===== src/accalu_pkg.sv =====
// Shared types and helpers for the accumulator ALU.
// Holds the operation codes, the flag group and the parity function.
// No dependencies.
`timescale 1ns / 1ps

package accalu_pkg;

    localparam int DataW = 8;
    localparam int WideW = 16;
    localparam int OpW   = 4;

    typedef enum logic [OpW-1:0] {
        OP_ADD = 4'd0,
        OP_SUB = 4'd1,
        OP_AND = 4'd2,
        OP_XOR = 4'd3,
        OP_OR  = 4'd4,
        OP_CMP = 4'd5,
        OP_INC = 4'd6,
        OP_DEC = 4'd7,
        OP_RLC = 4'd8,
        OP_RRC = 4'd9,
        OP_RAL = 4'd10,
        OP_RAR = 4'd11,
        OP_CMA = 4'd12,
        OP_STC = 4'd13,
        OP_DAA = 4'd14,
        OP_DAD = 4'd15
    } op_t;

    typedef struct packed {
        logic carry;
        logic aux;
        logic zero;
        logic sign;
        logic parity;
    } flags_t;

    localparam logic [3:0] NibbleMax = 4'd9;
    localparam logic [DataW-1:0] DaaLowCorr  = 8'h06;
    localparam logic [DataW-1:0] DaaHighCorr = 8'h60;

    function automatic logic even_parity(input logic [DataW-1:0] v);
        even_parity = ~(^v);
    endfunction

endpackage


===== src/accalu_core.sv =====
// Combinational datapath of the accumulator ALU: one operation per beat.
// Computes the result byte, the double-add sum and the new flags.
// Depends on accalu_pkg.
`timescale 1ns / 1ps

module accalu_core (
    input  logic [3:0]             op,
    input  logic [7:0]             acc,
    input  logic [7:0]             operand,
    input  logic [15:0]            pair_hl,
    input  logic [15:0]            pair_other,
    input  accalu_pkg::flags_t     flags_in,
    output logic [7:0]             result,
    output logic [15:0]            wide_result,
    output accalu_pkg::flags_t     flags_out
);

    logic [8:0]  add_sum;
    logic [4:0]  add_nib;
    logic [7:0]  nb;
    logic [8:0]  sub_sum;
    logic [4:0]  sub_nib;
    logic [3:0]  lo;
    logic [3:0]  hi;
    logic        lo_big;
    logic        daa_high;
    logic [7:0]  corr;
    logic [4:0]  daa_nib;
    logic [16:0] dad_sum;
    logic [7:0]  szp_byte;
    logic        szp_en;

    always_comb
    begin
        add_sum  = {1'b0, acc} + {1'b0, operand};
        add_nib  = {1'b0, acc[3:0]} + {1'b0, operand[3:0]};
        nb       = ~operand;
        sub_sum  = {1'b0, acc} + {1'b0, nb} + 9'd1;
        sub_nib  = {1'b0, acc[3:0]} + {1'b0, nb[3:0]} + 5'd1;
        lo       = acc[3:0];
        hi       = acc[7:4];
        lo_big   = (lo > accalu_pkg::NibbleMax);
        daa_high = (hi > accalu_pkg::NibbleMax) || flags_in.carry
                   || ((hi >= accalu_pkg::NibbleMax) && lo_big);
        corr     = ((lo_big || flags_in.aux) ? accalu_pkg::DaaLowCorr : 8'h00)
                   | (daa_high ? accalu_pkg::DaaHighCorr : 8'h00);
        daa_nib  = {1'b0, lo} + {1'b0, corr[3:0]};
        dad_sum  = {1'b0, pair_hl} + {1'b0, pair_other};
    end

    always_comb
    begin
        result      = acc;
        wide_result = pair_hl;
        flags_out   = flags_in;
        szp_byte    = acc;
        szp_en      = 1'b1;
        case (accalu_pkg::op_t'(op))
            accalu_pkg::OP_ADD:
            begin
                result          = add_sum[7:0];
                flags_out.carry = add_sum[8];
                flags_out.aux   = add_nib[4];
                szp_byte        = add_sum[7:0];
            end
            accalu_pkg::OP_SUB:
            begin
                result          = sub_sum[7:0];
                flags_out.carry = ~sub_sum[8];
                flags_out.aux   = sub_nib[4];
                szp_byte        = sub_sum[7:0];
            end
            accalu_pkg::OP_CMP:
            begin
                flags_out.carry = ~sub_sum[8];
                flags_out.aux   = sub_nib[4];
                szp_byte        = sub_sum[7:0];
            end
            accalu_pkg::OP_AND:
            begin
                result          = acc & operand;
                flags_out.carry = 1'b0;
                flags_out.aux   = 1'b0;
                szp_byte        = acc & operand;
            end
            accalu_pkg::OP_XOR:
            begin
                result          = acc ^ operand;
                flags_out.carry = 1'b0;
                flags_out.aux   = 1'b0;
                szp_byte        = acc ^ operand;
            end
            accalu_pkg::OP_OR:
            begin
                result          = acc | operand;
                flags_out.carry = 1'b0;
                flags_out.aux   = 1'b0;
                szp_byte        = acc | operand;
            end
            accalu_pkg::OP_INC:
            begin
                result        = operand + 8'd1;
                flags_out.aux = (operand[3:0] == 4'hF);
                szp_byte      = operand + 8'd1;
            end
            accalu_pkg::OP_DEC:
            begin
                result        = operand - 8'd1;
                flags_out.aux = (operand[3:0] != 4'h0);
                szp_byte      = operand - 8'd1;
            end
            accalu_pkg::OP_RLC:
            begin
                result          = {acc[6:0], acc[7]};
                flags_out.carry = acc[7];
                szp_en          = 1'b0;
            end
            accalu_pkg::OP_RRC:
            begin
                result          = {acc[0], acc[7:1]};
                flags_out.carry = acc[0];
                szp_en          = 1'b0;
            end
            accalu_pkg::OP_RAL:
            begin
                result          = {acc[6:0], flags_in.carry};
                flags_out.carry = acc[7];
                szp_en          = 1'b0;
            end
            accalu_pkg::OP_RAR:
            begin
                result          = {flags_in.carry, acc[7:1]};
                flags_out.carry = acc[0];
                szp_en          = 1'b0;
            end
            accalu_pkg::OP_CMA:
            begin
                result = ~acc;
                szp_en = 1'b0;
            end
            accalu_pkg::OP_STC:
            begin
                flags_out.carry = 1'b1;
                szp_en          = 1'b0;
            end
            accalu_pkg::OP_DAA:
            begin
                result          = acc + corr;
                flags_out.carry = flags_in.carry | daa_high;
                flags_out.aux   = daa_nib[4];
                szp_byte        = acc + corr;
            end
            accalu_pkg::OP_DAD:
            begin
                wide_result     = dad_sum[15:0];
                flags_out.carry = dad_sum[16];
                szp_en          = 1'b0;
            end
            default:
            begin
                szp_en = 1'b0;
            end
        endcase
        if (szp_en)
        begin
            flags_out.zero   = (szp_byte == 8'h00);
            flags_out.sign   = szp_byte[7];
            flags_out.parity = accalu_pkg::even_parity(szp_byte);
        end
    end

endmodule


===== src/accumulator_alu_with_flags.sv =====
// Top level of the accumulator ALU: input register, datapath, result register.
// Depends on accalu_pkg and accalu_core.
`timescale 1ns / 1ps

// A command is taken at every clock edge where start is high; busy is always
// low, so one operation enters per cycle. Each command passes through the input
// register and then the result register, with the combinational ALU logic between
// them; its result sits on the result ports with done high for exactly one cycle,
// in command order. The receiver cannot stall, and none is needed since the
// pipeline never holds results back.
module accumulator_alu_with_flags (
    input  logic        clk,
    input  logic        rst_n,
    input  logic        start,
    output logic        busy,
    input  logic [3:0]  op,
    input  logic [7:0]  acc,
    input  logic [7:0]  operand,
    input  logic [15:0] pair_hl,
    input  logic [15:0] pair_other,
    input  logic        carry_in,
    input  logic        aux_in,
    input  logic        zero_in,
    input  logic        sign_in,
    input  logic        parity_in,
    output logic        done,
    output logic [7:0]  result,
    output logic [15:0] wide_result,
    output logic        carry_out,
    output logic        aux_out,
    output logic        zero_out,
    output logic        sign_out,
    output logic        parity_out
);

    logic               in_valid_reg;
    logic [3:0]         op_reg;
    logic [7:0]         acc_reg;
    logic [7:0]         operand_reg;
    logic [15:0]        hl_reg;
    logic [15:0]        other_reg;
    accalu_pkg::flags_t flags_in_reg;

    logic               out_valid_reg;
    logic [7:0]         result_reg;
    logic [15:0]        wide_reg;
    accalu_pkg::flags_t flags_out_reg;

    logic [7:0]         result_next;
    logic [15:0]        wide_next;
    accalu_pkg::flags_t flags_next;
    logic               accept;

    assign busy   = 1'b0;
    assign accept = start && !busy;

    always_ff @(posedge clk or negedge rst_n)
    begin
        if (!rst_n)
        begin
            in_valid_reg  <= 1'b0;
            out_valid_reg <= 1'b0;
        end
        else
        begin
            in_valid_reg  <= accept;
            out_valid_reg <= in_valid_reg;
        end
    end

    always_ff @(posedge clk)
    begin
        if (accept)
        begin
            op_reg       <= op;
            acc_reg      <= acc;
            operand_reg  <= operand;
            hl_reg       <= pair_hl;
            other_reg    <= pair_other;
            flags_in_reg <= '{carry: carry_in, aux: aux_in, zero: zero_in,
                              sign: sign_in, parity: parity_in};
        end
        if (in_valid_reg)
        begin
            result_reg    <= result_next;
            wide_reg      <= wide_next;
            flags_out_reg <= flags_next;
        end
    end

    accalu_core u_core (
        .op          (op_reg),
        .acc         (acc_reg),
        .operand     (operand_reg),
        .pair_hl     (hl_reg),
        .pair_other  (other_reg),
        .flags_in    (flags_in_reg),
        .result      (result_next),
        .wide_result (wide_next),
        .flags_out   (flags_next)
    );

    assign done        = out_valid_reg;
    assign result      = result_reg;
    assign wide_result = wide_reg;
    assign carry_out   = flags_out_reg.carry;
    assign aux_out     = flags_out_reg.aux;
    assign zero_out    = flags_out_reg.zero;
    assign sign_out    = flags_out_reg.sign;
    assign parity_out  = flags_out_reg.parity;

`ifndef NO_ASSERTIONS
    a_done_follows_start: assert property (@(posedge clk) disable iff (!rst_n)
        accept |=> ##1 done)
        else $error("command did not produce a result two cycles later");

    a_done_has_command: assert property (@(posedge clk) disable iff (!rst_n)
        done |-> $past(accept, 2))
        else $error("result strobe without a matching command");

    a_wide_passes: assert property (@(posedge clk) disable iff (!rst_n)
        (done && $past(op, 2) != accalu_pkg::OP_DAD) |-> wide_result == $past(pair_hl, 2))
        else $error("wide result changed by a byte operation");

    a_dad_keeps_acc: assert property (@(posedge clk) disable iff (!rst_n)
        (done && $past(op, 2) == accalu_pkg::OP_DAD)
        |-> (result == $past(acc, 2) && zero_out == $past(zero_in, 2)))
        else $error("double add disturbed accumulator or zero flag");
`endif

endmodule


===== config.mk =====
export PLATFORM = sky130hd
export DESIGN_NAME = accumulator_alu_with_flags
export DESIGN_NICKNAME = d
export VERILOG_FILES = /design/src/accalu_pkg.sv /design/src/accalu_core.sv /design/src/accumulator_alu_with_flags.sv
export SDC_FILE = /design/constraint.sdc
export NUM_CORES = 1
export LEC_CHECK = 0
export CORE_MARGIN = 3
export CORE_UTILIZATION = 50
export DETAILED_ROUTE_END_ITERATION = 16
export DONT_BUFFER_PORTS = 1
export SYNTH_ARGS = -nofsm -noshare
export SYNTH_HDL_FRONTEND = slang
export SYNTH_SLANG_ARGS = --single-unit

===== constraint.sdc =====
create_clock -name clk -period 5 [get_ports clk]
set_input_delay 0.75 -clock clk [delete_from_list [all_inputs] [get_ports clk]]
set_output_delay 0.75 -clock clk [all_outputs]
set_load 0.05 [all_outputs]

==> reports/results.tsv <==
metric	value	unit
maximum VDD drop	0.2588	mV
CP required	5.09	ns
Max Clk Rate	0.2584	GHz
first-pass GRT wire length	23690	um
final worst slack	1.130	ns
RR Endpoint	parity_out	
Sw Pwr	0.0007852	W
Post-Syn Area per Cell	9.958	um^2
number of inserted diodes	0	
Worst slew margin	18.80	%
EDFF count, synth	86	
number of global-route vias before repair	4451	
starting density of the core	51.75	%
total power	0.002348	W
xor-xnor portion of the synthesized cell area	5.269	%
cell depth of the worst flop-to-flop path	13	
Netlist cell types	71	
count of cells resized by post-cts repair	0	
Leak	2.480	nW
post-synthesis instance total	601	
power share of the clock group	30.4	%
GPL Wtd Cong	1.025	
CP Launch Type	flop	
detailed-route via count	4673	
Crit path max-delay family	compound AO/OA/AOI/OAI gates	
main combinational cell family by area after synthesis	compound AO/OA/AOI/OAI gates	
Skew-Pair Late Insertion Delay	0.35	ns
Crit-path slowest cell	edfxtp_1	
Post-Route WL	15300	um
sequential share of power	46.8	%
Bufs on Longest Clock Path	2	
die area	13320	um^2
First-pass DRT Iterations	8	
final setup violation count	0	
Post-Synth Adder-Cell Area	12.63	%
synth warn	0	
CTS tree	built	
Seq/Total Area, Yosys	43.99	%
root buf cell	clkbuf_16	
min-delay worst type	input port to async pin	
1st-iter DRT viols	496	
Slew Limit Fails	0	
grt total ovfl	0	
largest net degree at the start of global routing	59	
Port Buf Inserts	0	
Final period util	77.41	%
hpwl dp	11050	um
final hold violations	0	
synthesized flop and latch total	88	
run status	completed	
slowest stage delay, CP	0.64	ns
net count after synthesis	719	
Synth Area in Compound Gates	19.26	%
post-synthesis simple-gate area fraction	13.61	%
Core Region	11560	um^2
initial antenna violation count	0	
Final nets	708	
Pint	0.001563	W
RSZ-0062 raised after global routing	no	
Setup Total Neg Slack	0	ns
WP buf/inv	1	
Critical Path End Type	flop	
Via density	6.332	
Setup CP Type	flop to flop	
ANT nets after route	0	
sw frac	33.44	%
PD cells	367.2	nW/um^2
Layout fillers	998	
reg2reg setup slack	1.13	ns
final instance area	6395	um^2
worst-path fanout max	14	
Clk pin slew, worst setup/hold paths	0.06	ns
sequential cell area	2633	um^2
chip width	115.4	um
crit-path cells	inv_1 > o311a_1 > o21ai_0 > ha_1 > a41oi_1 > xnor2_1 > a22oi_1 > and3_1 > a31o_2 > ha_1 > xor2_1 > xnor2_1 > a21oi_1	
Async S/R FF share, synth	2.273	%
Syn-to-layout area delta	6.858	%
Final min period	3.870	ns
drt drc	0	
top-level port count	91	
Max Cap Viol	0	
layout cells sized above 1	5.882	%
Synth Cell Area	5984	um^2
origin of the critical flop-to-flop path	acc_reg[3]	
setup bufs post-CTS	0	
area occupied by multi-input gates	3095	um^2
routed len/inst	20.72	um
WHS	0.09481	ns
Logic pwr share	22.8	%
die height	115.4	um
CTS buffer count	9	
multiplexer share of the synthesized area	0.8990	%
Top FF cell, synth	edfxtp_1	
Worst Skew	0.007257	ns
Cell Area, Placed	6076	um^2
slew of the pin with the lowest slew margin	1.218	ns
gr usage total	23.26	%
CTS sink cnt	88	
# rows	39	
H-Tree Depth	3	
Critical Path AT	3.96	ns
DP Worst Slack	1.177	ns
hold_buf cts	0	
-- cell type report --
cell class / instances / share of cell area [%]
flip-flops and latches: 88 / 41.17
multi-input cells: 450 / 48.41
clock buffers: 9 / 3.522
clock inverters: 7 / 1.467
repair buffers: 4 / 0.4696
well taps: 143 / 2.798
inverters: 37 / 2.172
-- power by group through the flow --
stage	clock network [W]	registers (W)	logic (W)
2_1_floorplan	0	0.00108	0.000424
3_3_place_gp	0	0.00111	0.000514
3_5_place_dp	0	0.00111	0.000520
4_1_cts	0.000731	0.00110	0.000525
5_1_grt	0.000762	0.00111	0.000593
6_report	0.000713	0.00110	0.000536
-- how the worst max path moves through the flow --
stage / from / to / slack, ns / cells after the start
final: acc_reg[3] / parity_out / 1.13 / 13
after CTS: acc_reg[3] / parity_out / 1.16 / 13
after detailed placement: acc_reg[3] / parity_out / 1.18 / 13
after global routing: acc_reg[3] / parity_out / 0.85 / 13
after floorplan: acc_reg[1] / parity_out / 1.69 / 13
after global placement: op_reg[2] / parity_out / 1.37 / 11
-- cells in the final DEF (no fill, tap or decap), types with 5 or more instances in the layout --
master / netlist / routed
edfxtp_1: 86 / 86
nand2_1: 60 / 60
ha_1: 54 / 54
a21oi_1: 48 / 48
o21ai_0: 46 / 45
nor2_1: 44 / 44
inv_1: 36 / 36
xnor2_1: 23 / 23
nor3_1: 15 / 15
xor2_1: 13 / 13
nand3_1: 13 / 13
o22ai_1: 9 / 9
a31oi_1: 9 / 9
clkbuf_16: 0 / 9
nand2b_1: 8 / 8
a21o_1: 7 / 7
nor2b_1: 6 / 6
o21ai_1: 4 / 5
or3_1: 5 / 5
a211oi_1: 5 / 5
-- stage by stage --
stage / instances / util [%]
floorplan: 601 / -
global placement: 722 / 52.54
detailed placement: 722 / 52.54
CTS: 738 / 55.30
global route: 738 / 55.30
finish: 738 / 55.30
-- cell families (layout without fill, tap and decap cells) --
family / count (synthesis) / after routing
simple gates: 171 / 171
xor+xnor: 36 / 36
flops: 88 / 88
other cells: 1 / 1
compound gates: 179 / 179
buf+inv: 63 / 57
fa+ha+maj: 58 / 58
mux: 5 / 5
-- worst reg2reg max path: stages, from the launching register on --
cell and delay, ns:
edfxtp_1 0.64, inv_1 0.17, o311a_1 0.37, o21ai_0 0.34, ha_1 0.35, a41oi_1 0.25, xnor2_1 0.15, a22oi_1 0.11
and3_1 0.25, a31o_2 0.24, ha_1 0.29, xor2_1 0.18, xnor2_1 0.18, a21oi_1 0.09
-- synth_stat cells, types with 2 or more instances --
library cell	number	area (um^2)
or3_1	5	31.28
dfrtp_1	2	50.05
nand2_1	60	225.2
nand4_1	4	25.02
a211oi_1	5	37.54
a31o_2	2	17.52
nor3_1	15	75.07
a311oi_1	2	17.52
o22ai_1	9	56.30
a221oi_1	4	35.03
and3_1	3	18.77
a21oi_1	48	240.2
a31oi_1	9	56.30
xnor2_1	23	201.4
o31ai_1	3	22.52
inv_1	36	135.1
ha_1	54	675.7
mux2i_1	2	20.02
o21ai_0	46	230.2
buf_4	2	15.01
buf_2	10	50.05
a21o_1	7	52.55
mux2_2	2	22.52
edfxtp_1	86	2582
nor4_1	2	12.51
fa_1	4	80.08
a22oi_1	4	30.03
or2_2	2	12.51
nand2b_1	8	50.05
o21bai_1	4	30.03
o21ai_1	4	20.02
nand3_1	13	65.06
nor2_1	44	165.2
clkbuf_1	12	45.04
o32ai_1	2	17.52
a32oi_1	3	26.28
nor2b_1	6	37.54
buf_1	2	7.510
o211ai_1	2	15.01
o32a_1	2	20.02
and2_1	2	12.51
o221ai_1	2	17.52
a41o_1	2	20.02
xor2_1	13	113.9
a222oi_1	3	30.03
-- routing by layer --
layer | global-route usage, % | share of wire [%]
met5 | 0 | 0
met4 | 8.138 | 1.9
met3 | 6.842 | 9.3
met2 | 34.45 | 44
met1 | 32.57 | 45
No activity file was read; power rests on OpenSTA's default activity.
